## src/sv/kfc_pkg.sv

```systemverilog
// ----------------------------------------------------------------------------
// kfc_pkg: shared types and constants for the keyframe clock
// Field widths, item kind codes and the phase divider interface.
// ----------------------------------------------------------------------------
package kfc_pkg;

  localparam int TIME_W  = 32;   // Q16.16 time and period values
  localparam int INDEX_W = 8;    // clip number
  localparam int LEN_W   = 10;   // keyframe count as it arrives
  localparam int FRAME_W = 9;    // reported keyframe number
  localparam int PHASE_W = 17;   // Q1.16 fraction
  localparam int KIND_W  = 2;

  localparam int MAX_KEYFRAMES_DEF = 512;

  localparam logic [PHASE_W-1:0] PHASE_MAX = '1;

  localparam logic [KIND_W-1:0] KIND_TICK    = 2'd0;
  localparam logic [KIND_W-1:0] KIND_START   = 2'd1;
  localparam logic [KIND_W-1:0] KIND_RESERVE = 2'd2;

  typedef struct packed {
    logic              start;
    logic [TIME_W-1:0] num;
    logic [TIME_W-1:0] den;
  } div_req_t;

  typedef struct packed {
    logic               done;
    logic [PHASE_W-1:0] phase;
  } div_rsp_t;

endpackage

```

## src/sv/keyframe_clock_with_crossfade.sv

```systemverilog
// ----------------------------------------------------------------------------
// keyframe_clock_with_crossfade: keyframe animation clock with crossfade
// Current and reserved tracks, blend timer, three Q1.16 phases per request.
// ----------------------------------------------------------------------------
// Per request: two update steps (S_SUM, S_UPD), three phase divisions on the
//   one serial divider, shorter when the quotient saturates, and the load
//   (S_OUT), held off by out_stall. A new request waits until the load is done.
// in_stall is low whenever the sequencer is idle, even with a result waiting.
// Reset (rst, sync, active high): tracks, flags and blend timer go to their
//   reset values, loop_enable to 1, no result pending.
// ----------------------------------------------------------------------------
module keyframe_clock_with_crossfade #(
  parameter int MAX_KEYFRAMES = kfc_pkg::MAX_KEYFRAMES_DEF
) (
  input  logic                           clk,
  input  logic                           rst,
  // configuration
  input  logic                           cfg_wr_en,
  input  logic                           cfg_wr_data,
  // request channel
  input  logic                           in_valid,
  output logic                           in_stall,
  input  logic [kfc_pkg::KIND_W-1:0]     kind,
  input  logic [kfc_pkg::TIME_W-1:0]     elapsed,
  input  logic [kfc_pkg::INDEX_W-1:0]    anim_index,
  input  logic [kfc_pkg::LEN_W-1:0]      frame_count,
  input  logic [kfc_pkg::TIME_W-1:0]     frame_period,
  input  logic [kfc_pkg::TIME_W-1:0]     blend_length,
  // result channel
  output logic                           out_valid,
  input  logic                           out_stall,
  output logic [kfc_pkg::INDEX_W-1:0]    current_anim,
  output logic [kfc_pkg::FRAME_W-1:0]    current_frame,
  output logic [kfc_pkg::FRAME_W-1:0]    current_following,
  output logic [kfc_pkg::PHASE_W-1:0]    current_phase,
  output logic                           next_pending,
  output logic [kfc_pkg::INDEX_W-1:0]    next_anim,
  output logic [kfc_pkg::FRAME_W-1:0]    next_frame,
  output logic [kfc_pkg::FRAME_W-1:0]    next_following,
  output logic [kfc_pkg::PHASE_W-1:0]    next_phase,
  output logic [kfc_pkg::PHASE_W-1:0]    blend_phase,
  output logic                           sequence_end,
  output logic                           playing_now
);

  localparam int TW = kfc_pkg::TIME_W;
  localparam int IW = kfc_pkg::INDEX_W;
  localparam int LW = kfc_pkg::LEN_W;
  localparam int FW = kfc_pkg::FRAME_W;
  localparam int PW = kfc_pkg::PHASE_W;
  localparam int KW = kfc_pkg::KIND_W;

  typedef enum logic [2:0] {
    S_IDLE, S_SUM, S_UPD, S_DIV, S_WAIT, S_OUT
  } state_t;

  // phase select for the shared divider
  typedef enum logic [1:0] {
    SEL_CUR, SEL_PEND, SEL_BLEND
  } sel_t;

  state_t state;
  sel_t   sel;

  logic loop_enable;

  // latched request
  logic [KW-1:0] req_kind;
  logic [TW-1:0] req_elapsed;
  logic [IW-1:0] req_index;
  logic [LW-1:0] req_count;
  logic [TW-1:0] req_period;
  logic [TW-1:0] req_blend;

  // architectural state
  logic          is_playing, end_reached;
  logic [IW-1:0] cur_index;
  logic [LW-1:0] cur_length;
  logic [TW-1:0] cur_period, cur_elapsed;
  logic [LW-1:0] cur_frame_reg, cur_following_reg;
  logic          pend_valid;
  logic [IW-1:0] pend_index;
  logic [LW-1:0] pend_length;
  logic [TW-1:0] pend_period, pend_elapsed;
  logic [LW-1:0] pend_frame_reg, pend_following_reg;
  logic [TW-1:0] blend_elapsed, blend_total;

  // next values, applied in S_UPD
  logic          is_playing_next, end_reached_next;
  logic [IW-1:0] cur_index_next;
  logic [LW-1:0] cur_length_next;
  logic [TW-1:0] cur_period_next, cur_elapsed_next;
  logic [LW-1:0] cur_frame_next, cur_following_next;
  logic          pend_valid_next;
  logic [IW-1:0] pend_index_next;
  logic [LW-1:0] pend_length_next;
  logic [TW-1:0] pend_period_next, pend_elapsed_next;
  logic [LW-1:0] pend_frame_next, pend_following_next;
  logic [TW-1:0] blend_elapsed_next, blend_total_next;

  // S_SUM products: saturated sums and advance candidates
  logic [TW-1:0] cur_sum, pend_sum, blend_sum;
  logic [LW-1:0] cur_adv_frame, cur_adv_fol, pend_adv_frame, pend_adv_fol;
  logic          cur_end_adv, cur_end_hold;
  logic [TW-1:0] cur_sum_c, pend_sum_c, blend_sum_c;
  logic [LW-1:0] cur_adv_frame_c, cur_adv_fol_c, pend_adv_frame_c, pend_adv_fol_c;
  logic          cur_end_adv_c, cur_end_hold_c;

  // phases from the divider
  logic [PW-1:0] cur_ph, pend_ph, blend_ph;

  kfc_pkg::div_req_t div_req;
  kfc_pkg::div_rsp_t div_rsp;

  function automatic logic [TW-1:0] sat_add(input logic [TW-1:0] a, input logic [TW-1:0] b);
    logic [TW:0] s;
    begin
      s = {1'b0, a} + {1'b0, b};
      sat_add = s[TW] ? '1 : s[TW-1:0];
    end
  endfunction

  // (v + 1) mod n for v < n
  function automatic logic [LW-1:0] wrap_inc(input logic [LW-1:0] v, input logic [LW-1:0] n);
    logic [LW:0] s;
    begin
      s = {1'b0, v} + 1'b1;
      wrap_inc = (s == {1'b0, n}) ? '0 : s[LW-1:0];
    end
  endfunction

  assign in_stall = (state != S_IDLE);

  // --------------------------------------------------------------------------
  // First update cycle: accumulate time, precompute frame advance
  // --------------------------------------------------------------------------
  always_comb begin
    cur_sum_c        = sat_add(cur_elapsed, req_elapsed);
    pend_sum_c       = sat_add(pend_elapsed, req_elapsed);
    blend_sum_c      = sat_add(blend_elapsed, req_elapsed);
    cur_adv_frame_c  = wrap_inc(cur_frame_reg, cur_length);
    cur_adv_fol_c    = wrap_inc(cur_adv_frame_c, cur_length);
    cur_end_adv_c    = (wrap_inc(cur_adv_fol_c, cur_length) == '0);
    cur_end_hold_c   = (wrap_inc(cur_following_reg, cur_length) == '0);
    pend_adv_frame_c = wrap_inc(pend_frame_reg, pend_length);
    pend_adv_fol_c   = wrap_inc(pend_adv_frame_c, pend_length);
  end

  // --------------------------------------------------------------------------
  // Second update cycle: compare against period and commit the request
  // --------------------------------------------------------------------------
  logic [LW-1:0] ld_len;
  logic [LW-1:0] ld_fol;
  logic [TW-1:0] ld_period;
  logic          cur_adv, cur_end;

  always_comb begin
    // clip load with count and period clamped
    if (req_count == '0) begin
      ld_len = LW'(1);
    end else if (32'(req_count) > 32'(MAX_KEYFRAMES)) begin
      ld_len = LW'(MAX_KEYFRAMES);
    end else begin
      ld_len = req_count;
    end
    ld_fol    = (ld_len == LW'(1)) ? '0 : LW'(1);
    ld_period = (req_period == '0) ? TW'(1) : req_period;

    cur_adv = (cur_sum > cur_period);
    cur_end = cur_adv ? cur_end_adv : cur_end_hold;

    is_playing_next     = is_playing;
    end_reached_next    = end_reached;
    cur_index_next      = cur_index;
    cur_length_next     = cur_length;
    cur_period_next     = cur_period;
    cur_elapsed_next    = cur_elapsed;
    cur_frame_next      = cur_frame_reg;
    cur_following_next  = cur_following_reg;
    pend_valid_next     = pend_valid;
    pend_index_next     = pend_index;
    pend_length_next    = pend_length;
    pend_period_next    = pend_period;
    pend_elapsed_next   = pend_elapsed;
    pend_frame_next     = pend_frame_reg;
    pend_following_next = pend_following_reg;
    blend_elapsed_next  = blend_elapsed;
    blend_total_next    = blend_total;

    case (req_kind)
      kfc_pkg::KIND_START: begin
        cur_index_next     = req_index;
        cur_length_next    = ld_len;
        cur_period_next    = ld_period;
        cur_elapsed_next   = '0;
        cur_frame_next     = '0;
        cur_following_next = ld_fol;
        is_playing_next    = 1'b1;
        end_reached_next   = 1'b0;
      end
      kfc_pkg::KIND_RESERVE: begin
        pend_index_next     = req_index;
        pend_length_next    = ld_len;
        pend_period_next    = ld_period;
        pend_elapsed_next   = '0;
        pend_frame_next     = '0;
        pend_following_next = ld_fol;
        blend_total_next    = (req_blend == '0) ? TW'(1) : req_blend;
        blend_elapsed_next  = '0;
        pend_valid_next     = 1'b1;
      end
      kfc_pkg::KIND_TICK: begin
        if (is_playing) begin
          // current track
          if (cur_adv) begin
            cur_elapsed_next   = '0;
            cur_frame_next     = cur_adv_frame;
            cur_following_next = cur_adv_fol;
          end else begin
            cur_elapsed_next = cur_sum;
          end
          if (cur_end) begin
            end_reached_next = 1'b1;
            if (!loop_enable) begin
              // clamp on the last keyframe and stop
              cur_frame_next     = cur_length - 1'b1;
              cur_following_next = cur_length - 1'b1;
              is_playing_next    = 1'b0;
            end
          end
          // crossfade and reserved track
          if (pend_valid) begin
            if (blend_sum > blend_total) begin
              // promotion: reserved track as it stood replaces current
              cur_index_next      = pend_index;
              cur_length_next     = pend_length;
              cur_period_next     = pend_period;
              cur_elapsed_next    = pend_elapsed;
              cur_frame_next      = pend_frame_reg;
              cur_following_next  = pend_following_reg;
              pend_valid_next     = 1'b0;
              pend_index_next     = '0;
              pend_length_next    = LW'(1);
              pend_period_next    = TW'(1);
              pend_elapsed_next   = '0;
              pend_frame_next     = '0;
              pend_following_next = '0;
              blend_elapsed_next  = '0;
              blend_total_next    = TW'(1);
            end else begin
              blend_elapsed_next = blend_sum;
              if (pend_sum > pend_period) begin
                pend_elapsed_next   = '0;
                pend_frame_next     = pend_adv_frame;
                pend_following_next = pend_adv_fol;
              end else begin
                pend_elapsed_next = pend_sum;
              end
            end
          end
        end
      end
      default: begin
        // unused kind: state holds
      end
    endcase
  end

  // --------------------------------------------------------------------------
  // Shared phase divider: current, reserved, blend in turn
  // --------------------------------------------------------------------------
  always_comb begin
    div_req.start = (state == S_DIV);
    case (sel)
      SEL_CUR: begin
        div_req.num = cur_elapsed;
        div_req.den = cur_period;
      end
      SEL_PEND: begin
        div_req.num = pend_elapsed;
        div_req.den = pend_period;
      end
      SEL_BLEND: begin
        div_req.num = blend_elapsed;
        div_req.den = blend_total;
      end
      default: begin
        div_req.num = cur_elapsed;
        div_req.den = cur_period;
      end
    endcase
  end

  kfc_phase_div u_div (
    .clk (clk),
    .rst (rst),
    .req (div_req),
    .rsp (div_rsp)
  );

  // --------------------------------------------------------------------------
  // Sequencer, state registers and result registers
  // --------------------------------------------------------------------------
  always_ff @(posedge clk) begin
    if (rst) begin
      state              <= S_IDLE;
      sel                <= SEL_CUR;
      loop_enable        <= 1'b1;
      out_valid          <= 1'b0;
      is_playing         <= 1'b0;
      end_reached        <= 1'b0;
      cur_index          <= '0;
      cur_length         <= LW'(1);
      cur_period         <= TW'(1);
      cur_elapsed        <= '0;
      cur_frame_reg      <= '0;
      cur_following_reg  <= '0;
      pend_valid         <= 1'b0;
      pend_index         <= '0;
      pend_length        <= LW'(1);
      pend_period        <= TW'(1);
      pend_elapsed       <= '0;
      pend_frame_reg     <= '0;
      pend_following_reg <= '0;
      blend_elapsed      <= '0;
      blend_total        <= TW'(1);
    end else begin
      if (cfg_wr_en) begin
        loop_enable <= cfg_wr_data;
      end
      // drained result; S_OUT reloads the register itself
      if (out_valid && !out_stall && (state != S_OUT)) begin
        out_valid <= 1'b0;
      end

      case (state)
        S_IDLE: begin
          if (in_valid) begin
            req_kind    <= kind;
            req_elapsed <= elapsed;
            req_index   <= anim_index;
            req_count   <= frame_count;
            req_period  <= frame_period;
            req_blend   <= blend_length;
            state       <= S_SUM;
          end
        end
        S_SUM: begin
          cur_sum        <= cur_sum_c;
          pend_sum       <= pend_sum_c;
          blend_sum      <= blend_sum_c;
          cur_adv_frame  <= cur_adv_frame_c;
          cur_adv_fol    <= cur_adv_fol_c;
          cur_end_adv    <= cur_end_adv_c;
          cur_end_hold   <= cur_end_hold_c;
          pend_adv_frame <= pend_adv_frame_c;
          pend_adv_fol   <= pend_adv_fol_c;
          state          <= S_UPD;
        end
        S_UPD: begin
          is_playing         <= is_playing_next;
          end_reached        <= end_reached_next;
          cur_index          <= cur_index_next;
          cur_length         <= cur_length_next;
          cur_period         <= cur_period_next;
          cur_elapsed        <= cur_elapsed_next;
          cur_frame_reg      <= cur_frame_next;
          cur_following_reg  <= cur_following_next;
          pend_valid         <= pend_valid_next;
          pend_index         <= pend_index_next;
          pend_length        <= pend_length_next;
          pend_period        <= pend_period_next;
          pend_elapsed       <= pend_elapsed_next;
          pend_frame_reg     <= pend_frame_next;
          pend_following_reg <= pend_following_next;
          blend_elapsed      <= blend_elapsed_next;
          blend_total        <= blend_total_next;
          sel                <= SEL_CUR;
          state              <= S_DIV;
        end
        S_DIV: begin
          state <= S_WAIT;
        end
        S_WAIT: begin
          if (div_rsp.done) begin
            case (sel)
              SEL_CUR: begin
                cur_ph <= div_rsp.phase;
                sel    <= SEL_PEND;
                state  <= S_DIV;
              end
              SEL_PEND: begin
                pend_ph <= div_rsp.phase;
                sel     <= SEL_BLEND;
                state   <= S_DIV;
              end
              default: begin
                blend_ph <= div_rsp.phase;
                state    <= S_OUT;
              end
            endcase
          end
        end
        S_OUT: begin
          // load once the result register is free or being drained
          if (!out_valid || !out_stall) begin
            out_valid         <= 1'b1;
            current_anim      <= cur_index;
            current_frame     <= cur_frame_reg[FW-1:0];
            current_following <= cur_following_reg[FW-1:0];
            current_phase     <= cur_ph;
            next_pending      <= pend_valid;
            next_anim         <= pend_valid ? pend_index : '0;
            next_frame        <= pend_valid ? pend_frame_reg[FW-1:0] : '0;
            next_following    <= pend_valid ? pend_following_reg[FW-1:0] : '0;
            next_phase        <= pend_valid ? pend_ph : '0;
            blend_phase       <= pend_valid ? blend_ph : '0;
            sequence_end      <= end_reached;
            playing_now       <= is_playing;
            state             <= S_IDLE;
          end
        end
        default: begin
          state <= S_IDLE;
        end
      endcase
    end
  end

  // --------------------------------------------------------------------------
  // Assertions
  // --------------------------------------------------------------------------
  a_out_from_seq: assert property (@(posedge clk) disable iff (rst)
    $rose(out_valid) |-> $past(state == S_OUT))
    else $error("result appeared outside the load step");

  a_frames_in_range: assert property (@(posedge clk) disable iff (rst)
    (cur_frame_reg < cur_length) && (cur_following_reg < cur_length) &&
    (pend_frame_reg < pend_length) && (pend_following_reg < pend_length))
    else $error("keyframe index beyond clip length");

  a_no_pend_zero: assert property (@(posedge clk) disable iff (rst)
    (out_valid && !next_pending) |->
      (next_anim == '0) && (next_phase == '0) && (blend_phase == '0))
    else $error("reserved track fields nonzero without reservation");

  a_div_done_wait: assert property (@(posedge clk) disable iff (rst)
    div_rsp.done |-> (state == S_WAIT))
    else $error("divider finished while sequencer not waiting");

endmodule

```

## src/sv/kfc_phase_div.sv

```systemverilog
// ----------------------------------------------------------------------------
// kfc_phase_div: serial phase divider
// Computes min((num << 16) / den, PHASE_MAX), one quotient bit per cycle.
// ----------------------------------------------------------------------------
module kfc_phase_div (
  input  logic              clk,
  input  logic              rst,
  input  kfc_pkg::div_req_t req,
  output kfc_pkg::div_rsp_t rsp
);

  localparam int TW = kfc_pkg::TIME_W;
  localparam int PW = kfc_pkg::PHASE_W;
  localparam int CW = $clog2(PW + 1);

  logic          busy;
  logic [CW-1:0] cnt;
  logic [TW-1:0] rem;
  logic [TW-1:0] den_q;
  logic          nbit;
  logic [PW-1:0] quo;

  logic [TW:0] trial;
  logic [TW:0] diff;
  logic        ge;

  // shifted partial remainder; only the first step brings in a dividend bit
  assign trial = {rem, nbit};
  assign diff  = trial - {1'b0, den_q};
  assign ge    = (trial >= {1'b0, den_q});

  always_ff @(posedge clk) begin
    if (rst) begin
      busy <= 1'b0;
      cnt  <= '0;
    end else if (req.start) begin
      busy  <= 1'b1;
      den_q <= req.den;
      nbit  <= req.num[0];
      rem   <= {1'b0, req.num[TW-1:1]};
      if ({1'b0, req.num[TW-1:1]} >= req.den) begin
        // num >= 2*den: quotient overflows Q1.16
        quo <= kfc_pkg::PHASE_MAX;
        cnt <= '0;
      end else begin
        quo <= '0;
        cnt <= CW'(PW);
      end
    end else if (busy) begin
      if (cnt != '0) begin
        rem  <= ge ? diff[TW-1:0] : trial[TW-1:0];
        quo  <= {quo[PW-2:0], ge};
        nbit <= 1'b0;
        cnt  <= cnt - 1'b1;
      end else begin
        busy <= 1'b0;
      end
    end
  end

  assign rsp.done  = busy && (cnt == '0);
  assign rsp.phase = quo;

endmodule

```

## config.mk

```make
export PLATFORM = sky130hd
export DESIGN_NAME = keyframe_clock_with_crossfade
export DESIGN_NICKNAME = d
export VERILOG_FILES = /design/src/sv/kfc_pkg.sv /design/src/sv/keyframe_clock_with_crossfade.sv /design/src/sv/kfc_phase_div.sv
export SDC_FILE = /design/constraint.sdc
export NUM_CORES = 2
export LEC_CHECK = 0
export ABC_CLOCK_PERIOD_IN_PS = 21200
export BUFFER_PORTS_ARGS = -buffer_cell sky130_fd_sc_hd__buf_4
export CELL_PAD_IN_SITES_DETAIL_PLACEMENT = 0
export CELL_PAD_IN_SITES_GLOBAL_PLACEMENT = 1
export CORE_MARGIN = 5
export CORE_UTILIZATION = 32
export CTS_CLUSTER_DIAMETER = 200
export DETAILED_ROUTE_END_ITERATION = 10
export PLACE_DENSITY_LB_ADDON = 0.1
export SLEW_MARGIN = 30
export SYNTH_ARGS = -nofsm -noshare
export SYNTH_HDL_FRONTEND = slang
export SYNTH_HIERARCHICAL = 1
export SYNTH_SLANG_ARGS = --single-unit
```

## constraint.sdc

```tcl
create_clock -name clk -period 21.2 [get_ports clk]
set_input_delay 1.06 -clock clk [delete_from_list [all_inputs] [get_ports clk]]
set_output_delay 1.06 -clock clk [all_outputs]
set_load 0.03 [all_outputs]
```

Word-level counts from Yosys, hierarchy flattened
Cells that the tools add are included.
- eq/ne operators: 26
- reductions and logical operators: 42
- bitwise logic cells: 2
- $add $sub $neg: 12
- magnitude comparators: 6
- mux-type cells: 115
- operators with widths (operator ; count):
    $mux W32 ; 22
    $pmux W32 S2 ; 6
    $mux W10 ; 33
    $pmux W64 S2 ; 1
    $pmux W10 S2 ; 6
    $add A32 B32 Y33 ; 3
    $gt A32 B32 Y1 ; 3
    $mux W17 ; 4
    $add A10 B1 Y11 const B ; 6
    $eq A11 B10 Y1 ; 6
    $logic_not A32 Y1 ; 2
    $mux W8 ; 6
    $ge A33 B32 Y1 ; 1
    $ge A31 B32 Y1 ; 1
    $pmux W8 S2 ; 2
    $sub A32 B32 Y32 ; 1
    $mux W31 ; 1
    $logic_not A10 Y1 ; 3
    $reduce_and A3 Y1 ; 7
    $mux W5 ; 4
    $reduce_and A4 Y1 ; 5
    $mux W1 ; 19
    $pmux W3 S6 ; 1
    $reduce_and A5 Y1 ; 3
    27 further kinds ; 57
- input port bits: 122
- register bits: 777
- output and inout bits: 108

Longest topological paths before layout
- depth after elaboration: 10
- mapped depth: 30
- depth with buffers taken out: 27

Cells and area by module
Netlist, hierarchy kept.
- by module, submodules not included (module ; area each (sq um) ; cells an instance ; seq. area each (sq um) ; instances):
    keyframe_clock_with_crossfade ; 35617.9 ; 3581 ; 17907.2 ; 1
    kfc_phase_div ; 6211.0 ; 638 ; 2582.5 ; 1

Worst setup path after synthesis
No wires, ideal clock.
- kind: input to register
- start point: input rst
- end point: register blend_sum[0], enable pin
- cell stages on the path: 4
- required time: 20176 ps
- slack: 4510 ps
- setup time: 1024 ps
- arrival time: 15666 ps
- cell sequence: clkbuf_1 > clkbuf_1 > clkbuf_1 > nor4b_1
- longest elaborated chain between the ends: 2
- ends and longest elaborated chain (item ; RTL line ; source):
    start: declaration ; keyframe_clock_with_crossfade.sv:16 ; input logic rst,
    $not A1 Y1 (no source line) ; n/a ;
    $reduce_and A2 Y1 (no source line) ; n/a ;
    end signal: assignment ; keyframe_clock_with_crossfade.sv:351 ; blend_sum <= blend_sum_c;
    end: declaration ; keyframe_clock_with_crossfade.sv:102 ; logic [TW-1:0] cur_sum, pend_sum, blend_sum;
No other way between the ends.
A chain may end at the register's enable or synchronous reset.

Worst setup path in the final report
- start point: register cur_frame_reg[1]
- end point: register cur_end_adv (data pin)
- longest elaborated chain between the ends: 10
- ends and longest elaborated chain (item ; RTL line ; source):
    start: declaration ; keyframe_clock_with_crossfade.sv:80 ; logic [LW-1:0] cur_frame_reg, cur_following_reg;
    start signal: assignment ; keyframe_clock_with_crossfade.sv:367 ; cur_frame_reg <= cur_frame_next;
    $add A10 B1 Y11 (*) ; keyframe_clock_with_crossfade.sv:127 ; s = {1'b0, v} + 1'b1;
    $eq A11 B10 Y1 (*) ; keyframe_clock_with_crossfade.sv:128 ; wrap_inc = (s == {1'b0, n}) ? '0 : s[LW-1:0];
    $mux W10 (*) ; keyframe_clock_with_crossfade.sv:128 ;
    via cur_adv_frame_c[0] ; keyframe_clock_with_crossfade.sv:106 ; logic [LW-1:0] cur_adv_frame_c, cur_adv_fol_c, pend_adv_frame_c, pend_adv_fol_c;
    $add A10 B1 Y11 (*) ; keyframe_clock_with_crossfade.sv:127 ;
    $eq A11 B10 Y1 ; keyframe_clock_with_crossfade.sv:128 ;
    $mux W10 (*) ; keyframe_clock_with_crossfade.sv:128 ;
    via cur_adv_fol_c[0] ; keyframe_clock_with_crossfade.sv:106 ;
    $add A10 B1 Y11 (*) ; keyframe_clock_with_crossfade.sv:127 ;
    $eq A11 B10 Y1 ; keyframe_clock_with_crossfade.sv:128 ;
    $mux W10 (*) ; keyframe_clock_with_crossfade.sv:128 ;
    $logic_not A10 Y1 (*) ; keyframe_clock_with_crossfade.sv:143 ; cur_end_adv_c = (wrap_inc(cur_adv_fol_c, cur_length) == '0);
    via cur_end_adv_c ; keyframe_clock_with_crossfade.sv:107 ; logic cur_end_adv_c, cur_end_hold_c;
    end signal: assignment ; keyframe_clock_with_crossfade.sv:354 ; cur_end_adv <= cur_end_adv_c;
    end: declaration ; keyframe_clock_with_crossfade.sv:104 ; logic cur_end_adv, cur_end_hold;
The timed path passes the listed nets; every way through them passes the cells marked *.

==> impl_metrics.yaml <==
logic_synthesis:
  ys.flop_type: "edfxtp_1"
  synth_top_area_share_pct: 35.4
  ys_types: 115
  synth_seq_cells: 777
  synth_cells: 4219
  yosysMostFrequentCell: "edfxtp_1"
  async_flop_share_pct: 0
  synth_top_area_cell: "edfxtp_1"
  synth_edf_count: 493
  synth.cell_area_um2: 41800
  synth_top_cells_by_count: "edfxtp_1, nor2_1, nand2_1"
  synth.avg_cell_area_um2: 9.91
  yosysSeqAreaShare_pct: 49.0
  ys.warnings.count: 6
  synthTopCellsByArea: "edfxtp_1, dfxtp_1, ha_1"
  syn-num-nets: 4612
worst_setup_path:
  path_buf_inv: 0
  cpPeakStageDelay_ns: 0.58
  cp-start-kind: "flop"
  reg2regPathDepth: 26
  crit_family: "simple AND/OR/NAND/NOR gates"
  worst-setup-path-type: "reg -> reg"
  slowest_stage: "a311oi_2"
  required_ns: 21.74
  cp.arrival_ns: 7.86
  critPathMaxFanout: 11
  cp.depth: 26
  crit_path_end_kind: "flop"
finish:
  seqCellArea_um2: 20500
  drive_gt1_share_pct: 11.7
  fin_cells: 6191
  multi_input_area_um2: 19600
  fillers: 13100
  fin_nets: 4754
  stdcell_area_um2: 48700
  syn2layout_area_growth_pct: 16.3
floorplanning:
  core-area_um2: 130000
  dieWidth_um: 372
  start_util_pct: 32.3
  io_pins: 230
  num_rows: 132
  die_h_um: 372
  die_area_um2: 138000
detailed_routing:
  drc: 0
  wire_per_inst_um: 24.0
  first_pass_iters: 5
  vias: 32700
  viasPerCell: 5.28
  routed_wirelength_mm: 149
  drt-initial-drc-count: 2404
  ant_nets: 0
sta:
  post-route-min-period_ns: 7.32
  max_slew_margin_pct: 30.8
  finalHoldViolCount: 0
  setup_slack_ns: 13.88
  rsz0062_at_grt: "false"
  period_share_pct: 34.5
  tightest_slew_ns: 1.04
  maxSlewViolCount: 0
  finalSetupTns_ns: 0
  finalSetupViolCount: 0
  worst_clock_skew_ns: 0.0237
  fmax_mhz: 137
global_routing:
  grt_antenna_before_repair: 7
  grt_max_degree: 74
  overflow: 0
  grt_pass1_wl_mm: 217
  grt_usage_pct: 21.1
  grt_pass1_vias: 31900
clock_network:
  ctsRootBufferMaster: "clkbuf_16"
  cts_tree: "yes"
  clock_latency_ns: 0.71
  cts_buffers: 95
  clock_path_buffers: 3
  postCtsSetupRepairBufs: 0
  ctsResizeCount: 0
  hold_buffers: 0
  cts.htree.levels: 3
  clock-sinks: 777
  clkSlewWorstSetupHoldPaths_ns: 0.06
power_and_ir_drop:
  p_leak_nw: 17.6
  powerDensity_nw_per_um2: 96.3
  vdd.ir_drop.worst_v: 0.0000564
placed_design:
  placed_area_um2: 45300
  preCtsSetupSlack_ns: 13.90
  dp.cells: 6006
  post-dp-hpwl_mm: 108
  port_buffers: 229
  place_congestion: 0.859
worst_hold_path:
  holdCritPathClass: "reg -> reg"
  whs_path_depth: 0
run_status:
  status: "completed"
flow_run:
  maxCapViolCount: 0
[layout by cell type (no fill, tap or decap), types with 102 or more instances in the layout]
cell,count
edfxtp_1,493
nand2_1,382
ha_1,264
o21ai_0,127
a21oi_1,293
nor2_1,440
dfxtp_1,283
a22oi_1,141
nand3_1,155
xnor2_1,102
inv_1,249
buf_4,280
[worst reg2reg max path, cell delays in order, from the launching register on]
cell,delay [ns]
dfxtp_1,0.56
ha_1,0.51
and3_1,0.25
o211ai_1,0.09
o211ai_1,0.18
nand2_1,0.15
nor4_4,0.45
nor2_1,0.18
ha_1,0.36
o21a_1,0.24
a31oi_4,0.21
o41ai_1,0.10
a311oi_2,0.58
mux2_2,0.29
o2111ai_2,0.18
nor3b_4,0.49
nor2_1,0.15
ha_1,0.28
nand2_1,0.08
nor2_1,0.07
nor4b_1,0.20
nor3_1,0.34
xnor2_1,0.16
o211ai_1,0.10
or4_1,0.42
a211o_1,0.32
o31ai_2,0.22
[per-stage QoR]
| step | utilization [%] | power, mW | hold WS [ns] |
|---|---|---|---|
| floorplan | - | 2.63 | 0.400 |
| global placement | 34.9 | 3.01 | 0.402 |
| detailed placement | 35.0 | 3.00 | 0.405 |
| CTS | 37.5 | 4.75 | 0.417 |
| global route | 37.5 | 4.92 | 0.418 |
| finish | 37.5 | 4.69 | 0.415 |
[power by group]
| group | switching [mW] | internal, mW |
|---|---|---|
| registers | 0.142 | 1.79 |
| clock network | 0.703 | 1.02 |
| logic | 0.659 | 0.373 |
| total | 1.50 | 3.18 |
[per-layer routing]
| layer | global-route usage, % | vias up | share of wire (%) |
|---|---|---|---|
| met1 | 30.0 | 16000 | 47 |
| met2 | 33.1 | 814 | 44 |
| li1 | - | 15700 | - |
| met3 | 3.74 | 194 | 5.5 |
| met4 | 5.59 | 4 | 2.7 |
| met5 | 0 | - | 0.015 |
[cells by family (layout without fill, tap and decap cells)]
| kind of cell | count (synthesis) | count (layout) | synth area share, % |
|---|---|---|---|
| AO/OA/AOI/OAI | 1049 | 1049 | 17.0 |
| flip-flops | 777 | 777 | 49.0 |
| multiplexers | 35 | 35 | 0.850 |
| other | 0 | 5 | 0 |
| buffers and inverters | 488 | 713 | 4.57 |
| adder cells (fa/ha/maj) | 271 | 271 | 8.18 |
| AND/OR/NAND/NOR | 1413 | 1413 | 16.1 |
| XOR/XNOR | 186 | 186 | 4.26 |
[worst paths after layout]
kind / startpoint / end / slack [ns]
hold / removal: cur_ph[0] / current_phase[0] / 0.42
setup reg to reg: cur_frame_reg[1] / cur_end_adv / 13.88
hold reg to reg: cur_ph[0] / current_phase[0] / 0.42
setup / recovery: cur_frame_reg[1] / cur_end_adv / 13.88
[area by class of cell]
type / count / area share, %
Multi-Input combinational cell: 2954 / 40.3
Antenna cell: 5 / 0.0257
Tap cell: 1742 / 4.48
Clock buffer: 123 / 5.37
Sequential cell: 777 / 42.1
Inverter: 251 / 1.94
Clock inverter: 57 / 1.42
Timing Repair Buffer: 282 / 4.41
(Power assumes the default switching activity.)
